**config.mk**
```make
export PLATFORM = sky130hd
export DESIGN_NAME = smpu_queue
export DESIGN_NICKNAME = d
export VERILOG_FILES = /design/src/sv/smpu_pkg.sv /design/src/sv/smpu_queue.sv
export SDC_FILE = /design/constraint.sdc
export NUM_CORES = 1
export LEC_CHECK = 0
export BUFFER_PORTS_ARGS = -buffer_cell sky130_fd_sc_hd__buf_4
export CORE_UTILIZATION = 51
export CTS_CLUSTER_DIAMETER = 30
export DETAILED_ROUTE_END_ITERATION = 10
export PLACE_DENSITY_LB_ADDON = 0.2
export SYNTH_ARGS = -nofsm -noshare
export SYNTH_HDL_FRONTEND = slang
export SYNTH_SLANG_ARGS = --single-unit
```
**constraint.sdc**
```tcl
create_clock -name clk -period 3.5 [get_ports clk]
set_input_delay 0.525 -clock clk [delete_from_list [all_inputs] [get_ports clk]]
set_output_delay 0.525 -clock clk [all_outputs]
set_load 0.05 [all_outputs]
```
**src/sv/smpu_pkg.sv**
```systemverilog
// Shared types, widths and codes for the selection mask pixel update block.
// Used by every module of the block; depends on nothing.
`default_nettype none

package smpu_pkg;

    localparam int COORD_BITS = 13;
    localparam int DIFF_W     = COORD_BITS + 1;
    localparam int SQ_W       = 2 * DIFF_W;
    localparam int PROD_W     = 2 * SQ_W;
    localparam int CMP_W      = PROD_W + 3;

    localparam int CH_W    = 8;
    localparam int CDIFF_W = CH_W + 1;
    localparam int CSQ_W   = 2 * CH_W;
    localparam int CSUM_W  = CSQ_W + 2;
    localparam int TLIM_W  = CH_W + 2;
    localparam int LIM_W   = CSUM_W + 1;

    localparam int MASK_W = 8;
    localparam logic [MASK_W-1:0] MASK_FULL  = 8'hFF;
    localparam logic [MASK_W-1:0] MASK_HALF  = 8'h80;
    localparam logic [MASK_W-1:0] MASK_EMPTY = 8'h00;

    // The queue depth must stay a power of two so that the pointers wrap.
    localparam int QUEUE_DEPTH = 4;
    localparam int QUEUE_PTR_W = $clog2(QUEUE_DEPTH);
    localparam int QUEUE_CNT_W = QUEUE_PTR_W + 1;

    localparam int BACK_STAGES   = 3;
    localparam int PIPE_CAPACITY = QUEUE_DEPTH + BACK_STAGES;
    localparam int PEND_W        = $clog2(PIPE_CAPACITY + 1);

    localparam int CFG_IDX_W  = 3;
    localparam int CFG_DATA_W = 32;

    localparam logic [CFG_IDX_W-1:0] REG_SHAPE_KIND      = 3'd0;
    localparam logic [CFG_IDX_W-1:0] REG_COMBINE_OP      = 3'd1;
    localparam logic [CFG_IDX_W-1:0] REG_BOX_LEFT        = 3'd2;
    localparam logic [CFG_IDX_W-1:0] REG_BOX_TOP         = 3'd3;
    localparam logic [CFG_IDX_W-1:0] REG_BOX_RIGHT       = 3'd4;
    localparam logic [CFG_IDX_W-1:0] REG_BOX_BOTTOM      = 3'd5;
    localparam logic [CFG_IDX_W-1:0] REG_REFERENCE_COLOR = 3'd6;
    localparam logic [CFG_IDX_W-1:0] REG_COLOR_TOLERANCE = 3'd7;

    localparam logic [1:0] SHAPE_RECT    = 2'd0;
    localparam logic [1:0] SHAPE_ELLIPSE = 2'd1;
    localparam logic [1:0] SHAPE_COLOR   = 2'd2;

    localparam logic [1:0] OP_REPLACE  = 2'd0;
    localparam logic [1:0] OP_ADD      = 2'd1;
    localparam logic [1:0] OP_SUBTRACT = 2'd2;

    typedef enum logic [1:0] {
        MODE_PASS,
        MODE_RECT,
        MODE_ELLIPSE,
        MODE_COLOR
    } smpu_mode_t;

    typedef struct packed {
        logic [1:0]            shape_kind;
        logic [1:0]            combine_op;
        logic [COORD_BITS-1:0] box_left;
        logic [COORD_BITS-1:0] box_top;
        logic [COORD_BITS-1:0] box_right;
        logic [COORD_BITS-1:0] box_bottom;
        logic [31:0]           reference_color;
        logic [CH_W-1:0]       color_tolerance;
    } smpu_cfg_t;

    typedef struct packed {
        smpu_mode_t         mode;
        logic               sub;
        logic               in_box;
        logic [MASK_W-1:0]  old_mask;
        logic [MASK_W-1:0]  base;
        logic [DIFF_W-1:0]  dx;
        logic [DIFF_W-1:0]  dy;
        logic [DIFF_W-1:0]  w;
        logic [DIFF_W-1:0]  h;
        logic [CDIFF_W-1:0] dr;
        logic [CDIFF_W-1:0] dg;
        logic [CDIFF_W-1:0] db;
        logic [CDIFF_W-1:0] da;
    } smpu_item_t;

endpackage

`default_nettype wire

```
**src/sv/smpu_queue.sv**
```systemverilog
// Short queue of classified items between the front end and the back end.
// Depends on smpu_pkg.
`default_nettype none

module smpu_queue (
    input  wire                        clk,
    input  wire                        rst_n,
    input  wire                        push_valid,
    output logic                       push_ready,
    input  wire smpu_pkg::smpu_item_t  push_item,
    output logic                       pop_valid,
    input  wire                        pop_ready,
    output smpu_pkg::smpu_item_t       pop_item
);
    import smpu_pkg::*;

    smpu_item_t             mem_reg [QUEUE_DEPTH];
    logic [QUEUE_PTR_W-1:0] wr_ptr_reg;
    logic [QUEUE_PTR_W-1:0] wr_ptr_next;
    logic [QUEUE_PTR_W-1:0] rd_ptr_reg;
    logic [QUEUE_PTR_W-1:0] rd_ptr_next;
    logic [QUEUE_CNT_W-1:0] count_reg;
    logic [QUEUE_CNT_W-1:0] count_next;
    logic                   push;
    logic                   pop;

    assign push_ready = (count_reg != QUEUE_CNT_W'(QUEUE_DEPTH));
    assign pop_valid  = (count_reg != '0);
    assign pop_item   = mem_reg[rd_ptr_reg];
    assign push       = push_valid && push_ready;
    assign pop        = pop_valid && pop_ready;

    always_comb
    begin
        wr_ptr_next = push ? wr_ptr_reg + QUEUE_PTR_W'(1) : wr_ptr_reg;
        rd_ptr_next = pop ? rd_ptr_reg + QUEUE_PTR_W'(1) : rd_ptr_reg;
        count_next  = count_reg;
        if (push && !pop)
        begin
            count_next = count_reg + QUEUE_CNT_W'(1);
        end
        else if (pop && !push)
        begin
            count_next = count_reg - QUEUE_CNT_W'(1);
        end
    end

    always_ff @(posedge clk or negedge rst_n)
    begin
        if (!rst_n)
        begin
            wr_ptr_reg <= '0;
            rd_ptr_reg <= '0;
            count_reg  <= '0;
        end
        else
        begin
            wr_ptr_reg <= wr_ptr_next;
            rd_ptr_reg <= rd_ptr_next;
            count_reg  <= count_next;
        end
    end

    always_ff @(posedge clk)
    begin
        if (push)
        begin
            mem_reg[wr_ptr_reg] <= push_item;
        end
    end

endmodule

`default_nettype wire

```
==> impl_metrics.prom <==
# TYPE chip_impl_metric gauge
chip_impl_metric{name="finalPower",unit="W"} 0.0237
chip_impl_metric{name="ctsHtreeMaxLevel",unit=""} 3
chip_impl_metric{name="initial_core_util",unit=""} 0.522
chip_impl_metric{name="numPortBuffers",unit=""} 229
chip_impl_metric{name="power_leakage",unit="nW"} 7.63
chip_impl_metric{name="met3WireLength",unit="mm"} 2.45
chip_impl_metric{name="fin_crit_sh",unit=""} 0.841
chip_impl_metric{name="synthesis.instances",unit=""} 621
chip_impl_metric{name="grt.overflow.total",unit=""} 0
chip_impl_metric{name="syn-mean-instance-area",unit="um^2"} 26.7
chip_impl_info{name="cp_slowest_cell",value="dfrtp_4"} 1
chip_impl_info{name="root_buffer_selected_by_cts",value="clkbuf_16"} 1
chip_impl_metric{name="holdWs",unit="ps"} 138
chip_impl_info{name="tritoncts",value="done"} 1
chip_impl_metric{name="drv.max_cap_violation_count",unit=""} 0
chip_impl_info{name="timing_worst_setup_path_type",value="reg2out"} 1
chip_impl_metric{name="cpPeakStageDelay",unit="ps"} 610
chip_impl_info{name="commonest_non_fill_non_tap_cells_in_the_layout",value="edfxtp_1, buf_4, mux4_2"} 1
chip_impl_info{name="rr_startpoint",value="count_reg[0]"} 1
chip_impl_metric{name="antenna_found_initial",unit=""} 0
chip_impl_metric{name="path_max_fanout",unit=""} 19
chip_impl_metric{name="nNetsFinal",unit=""} 1051
chip_impl_metric{name="power.share.switching",unit=""} 0.358
chip_impl_metric{name="timing.final.setup_violations",unit=""} 0
chip_impl_metric{name="cts_inserted_buffers",unit=""} 89
chip_impl_metric{name="ff_to_ff_path_depth",unit=""} 4
chip_impl_metric{name="critPathArrivalTime",unit="ps"} 2420
chip_impl_metric{name="layout.filler_cells",unit=""} 1937
chip_impl_info{name="cp_most_frequent_cell",value="buf_4"} 1
chip_impl_metric{name="synthesis.area",unit="um^2"} 16600
chip_impl_metric{name="via_per_inst",unit=""} 5.43
chip_impl_metric{name="final_max_slew_viol_count",unit=""} 0
chip_impl_metric{name="clk_latency",unit="ps"} 580
chip_impl_metric{name="post-dp-hpwl",unit="mm"} 18.0
chip_impl_metric{name="synth-seq-area-share",unit=""} 0.823
chip_impl_metric{name="grt_util_all_layers",unit=""} 0.197
chip_impl_metric{name="post-place-cells",unit=""} 1239
chip_impl_metric{name="drt_first_iter_violations",unit=""} 553
chip_impl_metric{name="setup_slack",unit="ps"} 555
chip_impl_metric{name="achievable-frequency",unit="MHz"} 340
chip_impl_metric{name="worst-slew-pin-transition",unit="ps"} 711
chip_impl_info{name="cp_cell_sequence",value="buf_4, mux4_2, buf_4"} 1
chip_impl_metric{name="period_needed",unit="ps"} 2940
chip_impl_metric{name="via_count_of_the_first_global_routing_pass",unit=""} 8503
chip_impl_metric{name="cts_sinks",unit=""} 455
chip_impl_metric{name="yosys_register_bits",unit=""} 455
chip_impl_metric{name="wp_buf_inv",unit=""} 2
chip_impl_info{name="layout.cells.most_common",value="edfxtp_1"} 1
chip_impl_info{name="setup_repair_after_global_routing_missed_its_margin",value="false"} 1
chip_impl_metric{name="power.density_cell_area",unit="nW/um^2"} 1090
chip_impl_metric{name="timing.clock.skew",unit="ps"} 16.6
chip_impl_metric{name="final_hold_violation_count",unit=""} 0
chip_impl_metric{name="die_x",unit="um"} 182
chip_impl_metric{name="antenna_cells_inserted",unit=""} 0
chip_impl_metric{name="clockBufferDepth",unit=""} 3
chip_impl_metric{name="post_route_cells_drive_above_1_share",unit=""} 0.508
chip_impl_metric{name="vdd.ir_drop.worst",unit="mV"} 0.795
chip_impl_metric{name="clock_power_share",unit=""} 0.339
chip_impl_metric{name="clk_pin_slew_worst_setup_hold_paths",unit="ps"} 50
chip_impl_metric{name="number_of_standard_cells_in_the_layout_taps_in_and_fillers_out",unit=""} 1405
chip_impl_metric{name="grt_max_degree",unit=""} 114
chip_impl_metric{name="reg2reg_setup_slack",unit="ps"} 1250
chip_impl_metric{name="required",unit="ps"} 2970
chip_impl_metric{name="length_of_the_first_detailed_routing_pass_in_iterations",unit=""} 5
chip_impl_info{name="hold_end",value="mem_reg[3][35]"} 1
chip_impl_metric{name="power.share.combinational",unit=""} 0.344
chip_impl_metric{name="coreArea",unit="um^2"} 31700
chip_impl_info{name="top_layer",value="met4"} 1
chip_impl_metric{name="synth.lib_cells_used.distinct",unit=""} 19
chip_impl_metric{name="dp_slack",unit="ps"} 1110
chip_impl_metric{name="mappedNetlistNets",unit=""} 743
chip_impl_metric{name="vias_after_detailed_routing",unit=""} 7635
chip_impl_metric{name="slew_headroom",unit=""} 0.526
chip_impl_metric{name="flip_flop_count_of_the_largest_register_all_copies_and_words_added",unit=""} 448
chip_impl_info{name="run_status",value="completed"} 1
chip_impl_info{name="hold_path_startpoint",value="push_item[35]"} 1
chip_impl_metric{name="power.net_switching",unit="W"} 0.00846
chip_impl_metric{name="area_growth_syn_to_layout",unit="%"} 31.6
chip_impl_info{name="worstHoldPathType",value="in2reg"} 1
chip_impl_metric{name="post-route-drc-count",unit=""} 0
chip_impl_metric{name="whs_path_depth",unit=""} 1
chip_impl_metric{name="floorplan.die_area",unit="um^2"} 33200
chip_impl_metric{name="power.internal",unit="W"} 0.0152
chip_impl_metric{name="seq_power_share",unit=""} 0.317
chip_impl_info{name="timing.critical_path.max_delay_family",value="buffers and inverters"} 1
chip_impl_metric{name="floorplan.die.height",unit="um"} 182
chip_impl_info{name="crit_path_end_kind",value="primary output"} 1
chip_impl_info{name="regToRegEndpoint",value="mem_reg[2][64]"} 1
chip_impl_metric{name="wl_per_cell",unit="um"} 22.2
chip_impl_info{name="worst_setup_path_start_kind",value="flop"} 1
chip_impl_metric{name="synth.yosys.warnings",unit=""} 0
chip_impl_metric{name="route.final.wire_length",unit="mm"} 31.2
chip_impl_metric{name="rows",unit=""} 65
chip_impl_metric{name="met2RoutedLength",unit="mm"} 15.8
chip_impl_metric{name="ant_nets",unit=""} 0
chip_impl_metric{name="timing.setup.tns",unit="ps"} 0
chip_impl_metric{name="routabilityCongestion",unit=""} 0.721
chip_impl_metric{name="m1WireLength",unit="mm"} 12.5
chip_impl_metric{name="design.portCount",unit=""} 230
chip_impl_metric{name="first_pass_grt_wire_length",unit="mm"} 48.4
how the worst max path moves through the flow:
stage / start / to / slack (ps) / cells past startpoint
floorplan: push_valid / mem_reg[0][0] / 840 / 2
global placement: rd_ptr_reg[0] / pop_item[50] / 1120 / 3
detailed placement: rd_ptr_reg[0] / pop_item[50] / 1110 / 3
CTS: rd_ptr_reg[0] / pop_item[29] / 470 / 3
global route: rd_ptr_reg[0] / pop_item[29] / 420 / 3
finish: rd_ptr_reg[0] / pop_item[29] / 560 / 3
cells in the mapped netlist:
cell	instances	area share
nor2_1	2	0.00045
and2_1	4	0.0015
dfrtp_1	7	0.011
clkbuf_1	4	0.00091
nand3_1	1	0.00030
nand2_1	2	0.00045
a21boi_2	1	0.00068
fa_1	1	0.0012
or3_1	1	0.00038
inv_1	3	0.00068
xor2_1	2	0.0011
mux2_2	2	0.0014
ha_1	5	0.0038
xnor2_1	4	0.0021
mux4_2	112	0.15
buf_4	1	0.00045
buf_2	13	0.0039
buf_6	8	0.0054
edfxtp_1	448	0.81
per-stage QoR:
| step | cell area (um^2) | utilization |
|---|---|---|
| global placement | 18900 | 0.595 |
| CTS | 21800 | 0.687 |
| detailed placement | 18900 | 0.595 |
| floorplan | 16600 | - |
| finish | 21800 | 0.687 |
| global route | 21800 | 0.687 |
metal layers:
layer / vias to the layer above / global-route usage
li1: 3343 / -
met1: 3956 / 0.253
met2: 288 / 0.321
met3: 48 / 0.0585
met4: 0 / 0.0696
met5: - / 0
cell families (layout without fill, tap and decap cells):
kind of cell               after synthesis  after routing  share of synthesized area
muxes                                  114            114                      0.154
buffers and inverters                   29            411                     0.0114
DFF                                    455            455                      0.823
adders and majority gates                6              6                    0.00499
xor gates and xnor gates                 6              6                    0.00317
and+or+nand+nor                         10             10                    0.00310
AOI/OAI and AO/OA                        1              1                   0.000680
final cells by class:
cell class / instances / area (um^2) / share of cell area
Multi-Input combinational cell: 137 / 2750 / 0.126
Inverter: 3 / 11.3 / 0.000517
Clock inverter: 72 / 687 / 0.0315
Sequential cell: 455 / 13600 / 0.626
Tap cell: 402 / 503 / 0.0231
Clock buffer: 93 / 2240 / 0.103
Timing Repair Buffer: 243 / 1960 / 0.0901
power by group through the flow:
stage / sequential [W] / combinational (W) / clock, W
floorplan: 0.00750 / 0.00599 / 0
finish: 0.00750 / 0.00813 / 0.00801
global route: 0.00759 / 0.00852 / 0.00843
CTS: 0.00752 / 0.00828 / 0.00816
detailed placement: 0.00761 / 0.00825 / 0
global placement: 0.00754 / 0.00819 / 0
what timing repair did:
item                      in CTS  in global routing
hold endpoints to repair       7                  0
setup buffers                  0                  0
resized for setup              0                  0
hold buffers                   1                  0
Power figures use the tool's default switching activity.
