==> config.mk <==
export PLATFORM = sky130hd
export DESIGN_NAME = smpu_front
export DESIGN_NICKNAME = d
export VERILOG_FILES = /design/src/sv/smpu_pkg.sv /design/src/sv/smpu_front.sv
export SDC_FILE = /design/constraint.sdc
export NUM_CORES = 1
export LEC_CHECK = 0
export BUFFER_PORTS_ARGS = -buffer_cell sky130_fd_sc_hd__buf_2
export CORE_MARGIN = 3
export CORE_UTILIZATION = 47
export DETAILED_ROUTE_END_ITERATION = 16
export GPL_ROUTABILITY_DRIVEN = 0
export PLACE_DENSITY = 0.89
export SLEW_MARGIN = 20
export SYNTH_ARGS = -nofsm -noshare
export SYNTH_HDL_FRONTEND = slang
export SYNTH_SLANG_ARGS = --single-unit
==> constraint.sdc <==
create_clock -name vclk -period 7.1
set_input_delay 1.775 -clock vclk [all_inputs]
set_output_delay 1.775 -clock vclk [all_outputs]
set_load 0.02 [all_outputs]
==> src/sv/smpu_pkg.sv <==
// Shared types, widths and codes for the selection mask pixel update block.
// Used by every module of the block; depends on nothing.
`default_nettype none

package smpu_pkg;

    localparam int COORD_BITS = 13;
    localparam int DIFF_W     = COORD_BITS + 1;
    localparam int SQ_W       = 2 * DIFF_W;
    localparam int PROD_W     = 2 * SQ_W;
    localparam int CMP_W      = PROD_W + 3;

    localparam int CH_W    = 8;
    localparam int CDIFF_W = CH_W + 1;
    localparam int CSQ_W   = 2 * CH_W;
    localparam int CSUM_W  = CSQ_W + 2;
    localparam int TLIM_W  = CH_W + 2;
    localparam int LIM_W   = CSUM_W + 1;

    localparam int MASK_W = 8;
    localparam logic [MASK_W-1:0] MASK_FULL  = 8'hFF;
    localparam logic [MASK_W-1:0] MASK_HALF  = 8'h80;
    localparam logic [MASK_W-1:0] MASK_EMPTY = 8'h00;

    // The queue depth must stay a power of two so that the pointers wrap.
    localparam int QUEUE_DEPTH = 4;
    localparam int QUEUE_PTR_W = $clog2(QUEUE_DEPTH);
    localparam int QUEUE_CNT_W = QUEUE_PTR_W + 1;

    localparam int BACK_STAGES   = 3;
    localparam int PIPE_CAPACITY = QUEUE_DEPTH + BACK_STAGES;
    localparam int PEND_W        = $clog2(PIPE_CAPACITY + 1);

    localparam int CFG_IDX_W  = 3;
    localparam int CFG_DATA_W = 32;

    localparam logic [CFG_IDX_W-1:0] REG_SHAPE_KIND      = 3'd0;
    localparam logic [CFG_IDX_W-1:0] REG_COMBINE_OP      = 3'd1;
    localparam logic [CFG_IDX_W-1:0] REG_BOX_LEFT        = 3'd2;
    localparam logic [CFG_IDX_W-1:0] REG_BOX_TOP         = 3'd3;
    localparam logic [CFG_IDX_W-1:0] REG_BOX_RIGHT       = 3'd4;
    localparam logic [CFG_IDX_W-1:0] REG_BOX_BOTTOM      = 3'd5;
    localparam logic [CFG_IDX_W-1:0] REG_REFERENCE_COLOR = 3'd6;
    localparam logic [CFG_IDX_W-1:0] REG_COLOR_TOLERANCE = 3'd7;

    localparam logic [1:0] SHAPE_RECT    = 2'd0;
    localparam logic [1:0] SHAPE_ELLIPSE = 2'd1;
    localparam logic [1:0] SHAPE_COLOR   = 2'd2;

    localparam logic [1:0] OP_REPLACE  = 2'd0;
    localparam logic [1:0] OP_ADD      = 2'd1;
    localparam logic [1:0] OP_SUBTRACT = 2'd2;

    typedef enum logic [1:0] {
        MODE_PASS,
        MODE_RECT,
        MODE_ELLIPSE,
        MODE_COLOR
    } smpu_mode_t;

    typedef struct packed {
        logic [1:0]            shape_kind;
        logic [1:0]            combine_op;
        logic [COORD_BITS-1:0] box_left;
        logic [COORD_BITS-1:0] box_top;
        logic [COORD_BITS-1:0] box_right;
        logic [COORD_BITS-1:0] box_bottom;
        logic [31:0]           reference_color;
        logic [CH_W-1:0]       color_tolerance;
    } smpu_cfg_t;

    typedef struct packed {
        smpu_mode_t         mode;
        logic               sub;
        logic               in_box;
        logic [MASK_W-1:0]  old_mask;
        logic [MASK_W-1:0]  base;
        logic [DIFF_W-1:0]  dx;
        logic [DIFF_W-1:0]  dy;
        logic [DIFF_W-1:0]  w;
        logic [DIFF_W-1:0]  h;
        logic [CDIFF_W-1:0] dr;
        logic [CDIFF_W-1:0] dg;
        logic [CDIFF_W-1:0] db;
        logic [CDIFF_W-1:0] da;
    } smpu_item_t;

endpackage

`default_nettype wire

==> src/sv/smpu_front.sv <==
// Front end: accepts pixel words and classifies them into queue items.
// Depends on smpu_pkg.
`default_nettype none

module smpu_front (
    input  wire smpu_pkg::smpu_cfg_t              cfg,
    input  wire                                   in_valid,
    output logic                                  in_ready,
    input  wire logic [smpu_pkg::COORD_BITS-1:0]  pixel_x,
    input  wire logic [smpu_pkg::COORD_BITS-1:0]  pixel_y,
    input  wire logic [smpu_pkg::MASK_W-1:0]      old_mask,
    input  wire logic [smpu_pkg::CH_W-1:0]        red,
    input  wire logic [smpu_pkg::CH_W-1:0]        green,
    input  wire logic [smpu_pkg::CH_W-1:0]        blue,
    input  wire logic [smpu_pkg::CH_W-1:0]        alpha,
    output logic                                  push_valid,
    input  wire                                   push_ready,
    output smpu_pkg::smpu_item_t                  push_item
);
    import smpu_pkg::*;

    logic signed [DIFF_W-1:0] x_ext;
    logic signed [DIFF_W-1:0] y_ext;
    logic signed [DIFF_W-1:0] l_ext;
    logic signed [DIFF_W-1:0] t_ext;
    logic signed [DIFF_W-1:0] r_ext;
    logic signed [DIFF_W-1:0] b_ext;
    logic signed [DIFF_W-1:0] sum_x;
    logic signed [DIFF_W-1:0] sum_y;
    logic signed [DIFF_W-1:0] cx;
    logic signed [DIFF_W-1:0] cy;
    logic                     in_box;
    logic                     op_ok;

    assign in_ready   = push_ready;
    assign push_valid = in_valid;

    always_comb
    begin
        x_ext = $signed({pixel_x[COORD_BITS-1], pixel_x});
        y_ext = $signed({pixel_y[COORD_BITS-1], pixel_y});
        l_ext = $signed({cfg.box_left[COORD_BITS-1], cfg.box_left});
        t_ext = $signed({cfg.box_top[COORD_BITS-1], cfg.box_top});
        r_ext = $signed({cfg.box_right[COORD_BITS-1], cfg.box_right});
        b_ext = $signed({cfg.box_bottom[COORD_BITS-1], cfg.box_bottom});

        in_box = (x_ext >= l_ext) && (x_ext < r_ext) && (y_ext >= t_ext) && (y_ext < b_ext);

        // The centre is rounded toward zero, as a signed halving would not be.
        sum_x = l_ext + r_ext;
        sum_y = t_ext + b_ext;
        cx = (sum_x + $signed({{(DIFF_W-1){1'b0}}, sum_x[DIFF_W-1]})) >>> 1;
        cy = (sum_y + $signed({{(DIFF_W-1){1'b0}}, sum_y[DIFF_W-1]})) >>> 1;

        case (cfg.combine_op) inside
            OP_REPLACE, OP_ADD, OP_SUBTRACT: op_ok = 1'b1;
            default:                         op_ok = 1'b0;
        endcase

        push_item.mode = MODE_PASS;
        if (op_ok)
        begin
            unique case (cfg.shape_kind)
                SHAPE_RECT:    push_item.mode = MODE_RECT;
                SHAPE_ELLIPSE: push_item.mode = MODE_ELLIPSE;
                SHAPE_COLOR:   push_item.mode = MODE_COLOR;
                default:       push_item.mode = MODE_PASS;
            endcase
        end

        push_item.sub      = (cfg.combine_op == OP_SUBTRACT);
        push_item.in_box   = in_box;
        push_item.old_mask = old_mask;
        push_item.base     = (cfg.combine_op == OP_REPLACE) ? MASK_EMPTY : old_mask;
        push_item.dx       = x_ext - cx;
        push_item.dy       = y_ext - cy;
        push_item.w        = r_ext - l_ext;
        push_item.h        = b_ext - t_ext;
        push_item.dr = $signed({1'b0, red})   - $signed({1'b0, cfg.reference_color[23:16]});
        push_item.dg = $signed({1'b0, green}) - $signed({1'b0, cfg.reference_color[15:8]});
        push_item.db = $signed({1'b0, blue})  - $signed({1'b0, cfg.reference_color[7:0]});
        push_item.da = $signed({1'b0, alpha}) - $signed({1'b0, cfg.reference_color[31:24]});
    end

endmodule

`default_nettype wire

==> summary.md, run 1 <==
| Metric | Value |
|---|---|
| Ports | `278` |
| Cell area after synthesis | `0.00700 mm^2` |
| GRT overflow | `3` |
| Post-DP Area | `0.0101 mm^2` |
| Starting Density | `49.3%` |
| Stop stage | `global routing (5_1_grt)` |
| Detailed Place HPWL | `22700 um` |
| Num rows | `43` |
| CTS Hold Bufs | `0` |
| IO buf count | `around 270` |
| Die Y-Extent | `roughly 130 um` |
| Vias in the first global route | `~11000` |
| Post-Syn Nets | `1318` |
| GRT Total Usage | `44.6%` |
| Tool error | `[ERROR GRT-0116] Global routing finished with congestion. Check the congestion regions in the DRC Viewer.` |
| Synth unique cells | `74` |
| Cells after Synth | `980` |
| Die W | `128 um` |
| First-pass GRT wire length | `58000 um` |
| Largest net degree at the start of global routing | `12` |
| Syn Area/Cell | `between 7 and 8 um^2` |
| Syn. warnings | `0` |
| Seq/Total Area, Yosys | `0%` |
| Status | `aborted with a tool error` |
## repair_timing
item                                   in CTS
resized for setup                         182
setup buffers                              34
setup endpoints to repair                  19
endpoints found under the hold margin       0
pin swaps                                  91
## per-layer routing
layer  GRT overflow  global-route usage (%)
met5              0                    1.24
met4              2                    43.6
met3              0                    18.9
met2              1                    71.7
met1              0                    42.0
## cell usage after synthesis (11+ instances only)
library cell / instances / share of area, %
nand2_1: 47 / 2.5
a21boi_0: 14 / 1.5
buf_4: 13 / 1.4
nand4_1: 14 / 1.3
nand3_1: 11 / 0.79
ha_1: 164 / 29
o21ai_0: 53 / 3.8
nand2b_1: 21 / 1.9
nor2b_1: 50 / 4.5
a21oi_1: 47 / 3.4
clkbuf_1: 14 / 0.75
nor3_1: 25 / 1.8
a21o_1: 25 / 2.7
a211oi_1: 17 / 1.8
xnor2_1: 48 / 6.0
inv_1: 146 / 7.8
xor2_1: 35 / 4.4
nor2_1: 87 / 4.7
## logic make-up after synthesis
family	Yosys count	synth area share, %
buffers and inverters	181	10.6
muxes	8	1.20
adders and majority gates	174	32.2
xor gates and xnor gates	83	10.4
and+or+nand+nor	311	24.1
AOI/OAI and AO/OA	223	21.5
## through the flow
step	cells	worst slack, ns	util, %
detailed placement	1597	-0.749	71.2
floorplan	980	-0.0648	-
CTS	1631	-0.203	78.4
global placement	1597	-0.477	71.2
==> run 2, diff against run 1 <==
CORE_UTILIZATION = 40   (was 47)
PLACE_DENSITY = not set   (was 0.89)
PLACE_DENSITY_LB_ADDON = 0.15   (was not set)
clock period = 9.2 ns   (was 7.1 ns; I/O delays follow)
==> run 2 against run 1 <==
  * Synthesized area did not move
  * Synthesized cell count did not move
  * The run now ends clean
==> summary.md, run 2 <==
| Metric | Value |
|---|---|
| Highest fanout seen on the critical path | `7` |
| Syn. warnings | `0` |
| DR WL/cell | `13.4 um` |
| Worst hold path type | `in2out` |
| Fill cell count | `1754` |
| Nets | `1570` |
| CTS Hold Bufs | `0` |
| Layout clock buffers | `0` |
| Final ANT Viol Nets | `0` |
| Worst path slowest cell | `or4b_2` |
| Worst setup EP type | `output pin` |
| Clock power frac | `0%` |
| Place WS | `0.189 ns` |
| Via count | `around 7300` |
| Post-CTS Setup Inserts | `0` |
| Final slew viol count | `0` |
| Die Y-Extent | `138 um` |
| Most frequent cell after synthesis | `ha_1` |
| Worst path required time | `between 6 and 7 ns` |
| Post-DP Area | `0.00855 mm^2` |
| Status | `finished, final reports clean` |
| RSZ-0062 raised after global routing | `false` |
| Sequential cell count | `0` |
| Syn Area/Cell | `just over 7 um^2` |
| Synth unique cells | `74` |
| Crit share post-route | `97.2%` |
| Largest net degree at the start of global routing | `14` |
| P_int | `362 uW` |
| Detailed Place HPWL | `between 15000 and 20000 um` |
| Post-CTS sizing | `0` |
| Share of layout cells above drive strength 1 | `between 20% and 30%` |
| Synth-to-Final Area Change | `22.5%` |
| Achievable frequency | `112 MHz` |
| Min Tclk post-route | `8.95 ns` |
| Final Instance Area | `0.00857 mm^2` |
| Die W | `between 100 and 150 um` |
| Core area | `0.0169 mm^2` |
| Final WL | `between 15000 and 20000 um` |
| Most common cell after layout, fill and taps aside | `buf_2` |
| Residual DRC count | `0` |
| Worst setup SP type | `input port` |
| IO buf count | `266` |
| Num rows | `47` |
| Post-Syn Nets | `1318` |
| Setup Viol. Count Final | `0` |
| Fin Setup TNS | `0 ns` |
| Starting Density | `41.5%` |
| Final hold violations | `0` |
| Die ar. | `0.0191 mm^2` |
| Final worst slack | `0.253 ns` |
| Ports | `between 200 and 300` |
| Switching share of power | `~60%` |
| Headroom to the max-slew limit | `59.0%` |
| Synth area leader | `ha_1` |
| GRT Total Usage | `19.1%` |
| Most common library cells after synthesis | `ha_1, inv_1, nor2_1` |
| Leak pwr | `0.00471 uW` |
| Reg power frac | `0%` |
| Seq/Total Area, Yosys | `0%` |
| Max VDD drop | `approximately 0.072 mV` |
| GRT overflow | `0` |
| Crit path DAT | `roughly 6.7 ns` |
| Multi-input logic area | `0.00627 mm^2` |
| Cell area after synthesis | `about 0.007 mm^2` |
| Main area contributors after synthesis | `ha_1, inv_1, xnor2_1` |
| Pwr/cell area | `about 110 mW/mm^2` |
| Setup CP Type | `in2out` |
| CP peak stage delay | `between 0.6 and 0.7 ns` |
| Measured slew at the worst slew-check pin | `0.605 ns` |
| Reg area | `0 um^2` |
| Vias in the first global route | `6996` |
| Initial antenna violation count | `0` |
| Cells after Synth | `980` |
| Drt via density | `approximately 5.1` |
| Commonest cells after routing, fill and taps aside | `buf_2, ha_1, inv_1` |
| Max-Cap Viols | `0` |
| Synth top area share | `29.3%` |
| Iteration-0 DRC Markers | `218` |
| First-pass GRT wire length | `31900 um` |
| Hold WS | `4.60 ns` |
| Worst-path cell chain | `buf_2 > inv_1 > ha_1 > nor3b_2 > nor4_2 > a211oi_1 > buf_4 > o31ai_4 > buf_4 > nand4_4 > or4_4 > xnor2_1 > ha_1 > nor2b_1 > or2_2 > or4b_2 > nand4_1 > buf_2` |
| Comb power frac | `100.0%` |
| Initial DRT Pass Iterations | `4` |
| Net Sw Power | `542 uW` |
run 2: cell counts after synthesis:
No cell type changed its count.
run 2: cell families after synthesis:
group	share of synthesized area (%)
AO/OA/AOI/OAI	21.5
XOR/XNOR	10.4
adder cells (fa/ha/maj)	32.2
buffers and inverters	10.6
multiplexers	1.20
AND/OR/NAND/NOR	24.1
run 2: final timing paths:
kind / start / endpoint / slack, ns / cells past startpoint
hold / removal: in_valid / push_valid / 4.60 / 0
setup / recovery: cfg[85] / push_item[90] / 0.25 / 18
run 2: stage by stage:
stage	utilization, %	power [uW]	instances
4_1_cts	50.7	907	1450
6_report	50.8	904	1451
3_3_place_gp	50.7	896	1450
2_1_floorplan	-	636	980
5_1_grt	50.8	1000	1450
3_5_place_dp	50.7	903	1450
run 2: worst max-delay path, delay by kind of cell:
kind	cells	cell delay, ns
AND/OR/NAND/NOR	8	2.34
adder cells (fa/ha/maj)	2	0.76
AO/OA/AOI/OAI	2	0.42
XOR/XNOR	1	0.15
buffers and inverters	5	0.68
run 2: power groups by stage:
stage	clock network [uW]	registers (uW)	logic, uW
after global routing	0	0	1000
after CTS	0	0	907
after floorplan	0	0	636
after global placement	0	0	896
final	0.0000146	0	904
after detailed placement	0	0	903
run 2: area by class of cell:
| class | count | area share (%) |
|---|---|---|
| Inverter | 146 | 6.39 |
| Multi-Input combinational cell | 799 | 73.2 |
| Timing Repair Buffer | 285 | 17.2 |
| Tap cell | 220 | 3.21 |
| Antenna cell | 1 | 0.0292 |
run 2: routing by layer:
| metal | share of wire, % | global-route usage (%) |
|---|---|---|
| met5 | 0 | 0 |
| met1 | 45 | 24.0 |
| met4 | 1.0 | 1.72 |
| met3 | 4.0 | 1.59 |
| met2 | 50 | 36.6 |
Power figures use the tool's default switching activity.
